**config.mk**
```make
export PLATFORM = sky130hd
export DESIGN_NAME = signed_varint_decoder
export DESIGN_NICKNAME = d
export VERILOG_FILES = /design/src/rtl/svd_pkg.sv /design/src/rtl/signed_varint_decoder.sv
export SDC_FILE = /design/constraint.sdc
export NUM_CORES = 1
export LEC_CHECK = 0
export BUFFER_PORTS_ARGS = -buffer_cell sky130_fd_sc_hd__buf_2
export CAP_MARGIN = 30
export CORE_MARGIN = 2
export CORE_UTILIZATION = 25
export DETAILED_ROUTE_END_ITERATION = 7
export GPL_ROUTABILITY_DRIVEN = 0
export HOLD_SLACK_MARGIN = 0.02
export PLACE_DENSITY = 0.39
export RECOVER_POWER = 100
export SLEW_MARGIN = 20
export SYNTH_ARGS = -nofsm -noshare
export SYNTH_HDL_FRONTEND = slang
export SYNTH_SLANG_ARGS = --single-unit
```
**constraint.sdc**
```tcl
create_clock -name clk -period 6.88 [get_ports clk]
set_input_delay 2.064 -clock clk [delete_from_list [all_inputs] [get_ports clk]]
set_output_delay 2.064 -clock clk [all_outputs]
set_load 0.02 [all_outputs]
```
**src/rtl/svd_pkg.sv**
```systemverilog
// Shared widths, byte layout and stage codes for the signed varint decoder.
// Used by signed_varint_decoder and svd_checker; depends on nothing.
`default_nettype none
package svd_pkg;
	localparam int BYTE_W  = 8;
	localparam int MAG_W   = 32;
	localparam int VALUE_W = 64;
	localparam int COUNT_W = 4;
	localparam int STAGE_W = 3;

	localparam int SIGN_POS = 6;
	localparam int MORE_POS = 7;

	localparam int SH_B1 = 6;
	localparam int SH_B2 = 13;
	localparam int SH_B3 = 20;
	localparam int SH_B4 = 27;

	localparam logic [STAGE_W-1:0] STAGE_B0 = 3'd0;
	localparam logic [STAGE_W-1:0] STAGE_B1 = 3'd1;
	localparam logic [STAGE_W-1:0] STAGE_B2 = 3'd2;
	localparam logic [STAGE_W-1:0] STAGE_B3 = 3'd3;
	localparam logic [STAGE_W-1:0] STAGE_B4 = 3'd4;

	localparam logic [COUNT_W-1:0] COUNT_MIN = 4'd1;
	localparam logic [COUNT_W-1:0] COUNT_MAX = 4'd10;
endpackage
`default_nettype wire

```
**src/rtl/signed_varint_decoder.sv**
```systemverilog
// Sign-magnitude varint decoder: one byte per word, 32-bit or paired 64-bit results.
// The closing byte is held in the input register, then its result word is registered.
// Throughput: one byte per cycle; a waiting result holds the input only while the
// byte in the input register closes another result.
// Reset: arst_n clears all control and decode state, narrow mode selected.
// Depends on svd_pkg.
`default_nettype none
module signed_varint_decoder (
	input  wire                                  clk,
	input  wire                                  arst_n,
	input  wire                                  cfg_we,
	input  wire                                  cfg_wdata,
	input  wire                                  in_valid,
	output logic                                 in_ready,
	input  wire  [svd_pkg::BYTE_W-1:0]           data_byte,
	output logic                                 out_valid,
	input  wire                                  out_ready,
	output logic signed [svd_pkg::VALUE_W-1:0]   value,
	output logic [svd_pkg::COUNT_W-1:0]          bytes_used
);
	logic                          valid_s1;
	logic [svd_pkg::BYTE_W-1:0]    byte_s1;
	logic                          wide_q;
	logic [svd_pkg::MAG_W-1:0]     mag_q;
	logic [svd_pkg::STAGE_W-1:0]   stage_q;
	logic                          neg_q;
	logic [svd_pkg::MAG_W-1:0]     high_q;
	logic                          have_high_q;
	logic [svd_pkg::COUNT_W-1:0]   seen_q;
	logic                          out_valid_q;
	logic [svd_pkg::VALUE_W-1:0]   value_q;
	logic [svd_pkg::COUNT_W-1:0]   bytes_used_q;

	logic [svd_pkg::MAG_W-1:0]     mag_c;
	logic                          neg_c;
	logic                          done_c;
	logic [svd_pkg::MAG_W-1:0]     v_c;
	logic [svd_pkg::COUNT_W-1:0]   seen_c;
	logic                          emit_c;
	logic                          advance;
	logic [svd_pkg::VALUE_W-1:0]   res_c;

	always_comb begin
		mag_c  = mag_q;
		neg_c  = neg_q;
		done_c = !byte_s1[svd_pkg::MORE_POS];
		case (stage_q)
			svd_pkg::STAGE_B0: begin
				neg_c = byte_s1[svd_pkg::SIGN_POS];
				mag_c = {26'b0, byte_s1[5:0]};
			end
			svd_pkg::STAGE_B1: mag_c = mag_q | ({25'b0, byte_s1[6:0]} << svd_pkg::SH_B1);
			svd_pkg::STAGE_B2: mag_c = mag_q | ({25'b0, byte_s1[6:0]} << svd_pkg::SH_B2);
			svd_pkg::STAGE_B3: mag_c = mag_q | ({25'b0, byte_s1[6:0]} << svd_pkg::SH_B3);
			default: begin
				mag_c  = mag_q | ({24'b0, byte_s1} << svd_pkg::SH_B4);
				done_c = 1'b1;
			end
		endcase
		v_c    = neg_c ? (32'd0 - mag_c) : mag_c;
		seen_c = seen_q + 4'd1;
		emit_c = done_c && (!wide_q || have_high_q);
		res_c  = wide_q ? {high_q, v_c} : {{32{v_c[31]}}, v_c};
	end

	assign advance  = valid_s1 && (!emit_c || !out_valid_q || out_ready);
	assign in_ready = !valid_s1 || advance;

	always_ff @(posedge clk or negedge arst_n) begin
		if (!arst_n) begin
			valid_s1    <= 1'b0;
			wide_q      <= 1'b0;
			mag_q       <= '0;
			stage_q     <= svd_pkg::STAGE_B0;
			neg_q       <= 1'b0;
			high_q      <= '0;
			have_high_q <= 1'b0;
			seen_q      <= '0;
			out_valid_q <= 1'b0;
		end else begin
			if (in_valid && in_ready) begin
				valid_s1 <= 1'b1;
			end else if (advance) begin
				valid_s1 <= 1'b0;
			end
			if (advance) begin
				seen_q <= emit_c ? '0 : seen_c;
				if (done_c) begin
					stage_q <= svd_pkg::STAGE_B0;
					mag_q   <= '0;
					neg_q   <= 1'b0;
					if (wide_q) begin
						if (!have_high_q) begin
							high_q      <= v_c;
							have_high_q <= 1'b1;
						end else begin
							high_q      <= '0;
							have_high_q <= 1'b0;
						end
					end
				end else begin
					stage_q <= stage_q + 3'd1;
					mag_q   <= mag_c;
					neg_q   <= neg_c;
				end
			end
			if (advance && emit_c) begin
				out_valid_q <= 1'b1;
			end else if (out_ready) begin
				out_valid_q <= 1'b0;
			end
			if (cfg_we) begin
				wide_q      <= cfg_wdata;
				have_high_q <= 1'b0;
				high_q      <= '0;
				seen_q      <= {1'b0, stage_q};
			end
		end
	end

	// hold payload, no reset
	always_ff @(posedge clk) begin
		if (in_valid && in_ready) begin
			byte_s1 <= data_byte;
		end
		if (advance && emit_c) begin
			value_q      <= res_c;
			bytes_used_q <= seen_c;
		end
	end

	assign out_valid  = out_valid_q;
	assign value      = value_q;
	assign bytes_used = bytes_used_q;
endmodule
`default_nettype wire

```
==> results.toml <==
[outcome]
status = "complete, but fails checks"
violations = "capacitance limit, slew limit"

[drt]
wire_per_inst_um = 18.3
drtIter0Drc = 395
dr.pass1.iters = 5
ant_nets = 0
dr_wl_met2_um = 9540
finalWirelength_um = 20600
drc = 0
vias = 5388
via_per_inst = 4.78
met3_length_um = 923
met1Wirelength_um = 9620
topRoutingLayerUsed = "met4"

[cells_and_area]
drive_gt1_share_pct = 8.48
fin_area_um2 = 8490
nNetsFinal = 751
syn_to_final_growth_pct = 16.9
n_antenna_cell = 0
final_common_cell = "clkbuf_1"
final_cell_mix = "clkbuf_1, edfxtp_1, dfrtp_1, a21oi_1, nand2_1"
fill_cells = 2993

[synth]
synth_compound_area_share_pct = 21.2
synth-async-reset-ratio_pct = 50.0
synth.area.mux_share_pct = 0.293
yosysSeqAreaShare_pct = 57.6
syn_area_um2 = 7260
synth.avg_cell_area_um2 = 11.1
synth_edf_count = 76
synth_top_family_by_area = "compound AO/OA/AOI/OAI gates"
synth-xor-area-share_pct = 3.38
synth-seq-cells = 152
synthAdderAreaFrac_pct = 1.21
ys.warnings.count = 0
ys.flop_type = "edfxtp_1"
synth_cells = 656
syn-num-nets = 677
synthSimpleGateAreaFrac_pct = 11.4
yosysUniqueCellTypes = 72

[timing]
max_freq_mhz = 188
worst_pin_slew_ns = 2.13
drv_slew = 163
finalCriticalPeriod_ns = 5.33
hold_violations = 0
setup_violations = 0
rsz0062_at_grt = "false"
fin_crit_sh_pct = 77.4
fin_setup_tns_ns = 0
relSlewSlack_pct = -41.9
skew_ns = 0.0134
whs_ns = 0.477

[clocking]
clock_latency_ns = 0.42
htree_levels = 4
cts_setup_buffers = 0
cts_buffers = 17
cts_tree = "built"
clk_pin_slew_ns = 0.07
ctsHoldBuffers = 0
cts_resized = 0
root_buffer = "clkbuf_16"
clock-sinks = 152
clk_path_buf_depth = 2

[worst_setup_path]
crit_fanout = 23
r2r-start = "stage_q[2]"
cp.arrival_ns = 3.26
setup.worst_path.start = "stage_q[2]"
end_kind = "output pin"
crit_path_start_kind = "register"
critPathKind = "register to output pin"
crit_required_ns = 4.82

[run]
cap_viol_max_count = 4

[grt]
antenna_found_initial = 0
grt_max_degree = 69
grt_overflow = 0
track_usage_pct = 13.8
grt_pass1_wl_um = 32200
grt_pass1_vias = 5454

[floorplan]
die_x_um = 174
core-area_um2 = 28600
die_h_um = 174
start_util_pct = 25.4
dieArea_um2 = 30400
io_pins = 84
fp-row-count = 62

[pwr]
power.total_mw = 4.00
power.leakage_nw = 3.25
power_density_nw_per_um2 = 471
peakVddDrop_uv = 238

[placed_design]
numPortBuffers = 83
place_hpwl_um = 14000
placed_cell_area_um2 = 8120

[min_path]
min_from = "have_high_q"
min-delay-path-class = "register to register"
per-layer routing:
layer | vias to the layer above | track usage, %
li1 | 2554 | -
met1 | 2666 | 18.5
met2 | 141 | 21.9
met3 | 27 | 2.80
met4 | 0 | 5.43
met5 | - | 0
state kept, by name, indices dropped and copies added (netlist names), 3 cells and up:
name,flops
stage_q,3
high_q,32
bytes_used,4
mag_q,32
seen_q,4
byte_s1,8
value,64
cells in the mapped netlist, types with 5 or more instances:
master    instances  share of area (%)
a21oi_2          10                1.2
xnor2_1          13                1.6
xor2_1           15                1.8
a31oi_1           7               0.60
nor2_1           36                1.9
nor3_1            7               0.48
ha_1              7                1.2
buf_6             5               0.78
edfxtp_1         76                 31
a22o_1           39                4.7
a22oi_1           8               0.83
nand2b_1          5               0.43
or2_2             5               0.43
nand4_1           5               0.43
o21ai_0          47                3.2
nor2b_1           7               0.60
clkbuf_1         31                1.6
dfrtp_1          76                 26
a21oi_1          48                3.3
inv_1            44                2.3
nand3_1           7               0.48
a21o_1            7               0.72
o22ai_1           7               0.60
o31ai_1           8               0.83
nand2_1          56                2.9
through the flow:
stage                     util (%)  instances  worst slack [ns]
after floorplan                  -        656             0.978
after global placement        28.2       1093              2.21
after detailed placement      28.4       1095              2.11
after CTS                     30.3       1127              1.78
after global routing          29.7       1127              1.21
final                         29.7       1127              1.55
cell families after synthesis:
group,after synthesis
simple gates,161
buf+inv,85
flops,152
fa+ha+maj,7
compound gates,221
xor+xnor,28
mux,2
worst paths after layout:
check / end / cells after the start / slack, ns
worst max register to register: value[32] / 10 / 1.58
max in group asynchronous: mag_q[31] / 1 / 3.40
worst min-delay path: have_high_q / 2 / 0.48
worst max-delay path: in_ready / 8 / 1.55
worst min register to register: have_high_q / 2 / 0.48
min in group asynchronous: high_q[25] / 1 / 2.26
power breakdown:
part	internal (mW)	total (mW)	leakage (nW)	switching, mW
sequential	1.27	1.39	1.76	0.118
clock	0.531	0.908	0.266	0.377
combinational	0.525	1.71	1.22	1.18
cell type report:
cell class / count / area [um^2] / area share [%]
repair buffers: 96 / 419 / 4.94
flip-flops and latches: 152 / 4180 / 49.3
clock inverters: 13 / 130 / 1.53
inverters: 44 / 165 / 1.95
clock buffers: 19 / 433 / 5.10
multi-input cells: 419 / 2680 / 31.5
well taps: 384 / 480 / 5.66
worst max-delay path, stage by stage, from the launching register on:
cell and delay, ns:
dfrtp_1 0.63, inv_1 0.25, ha_1 0.71, nor2_1 0.12, a2bb2oi_1 0.17, clkbuf_1 0.39
a21oi_1 0.17, nand3_1 0.15, clkbuf_1 0.24
Note: power is estimated with default switching activity, not from simulation.
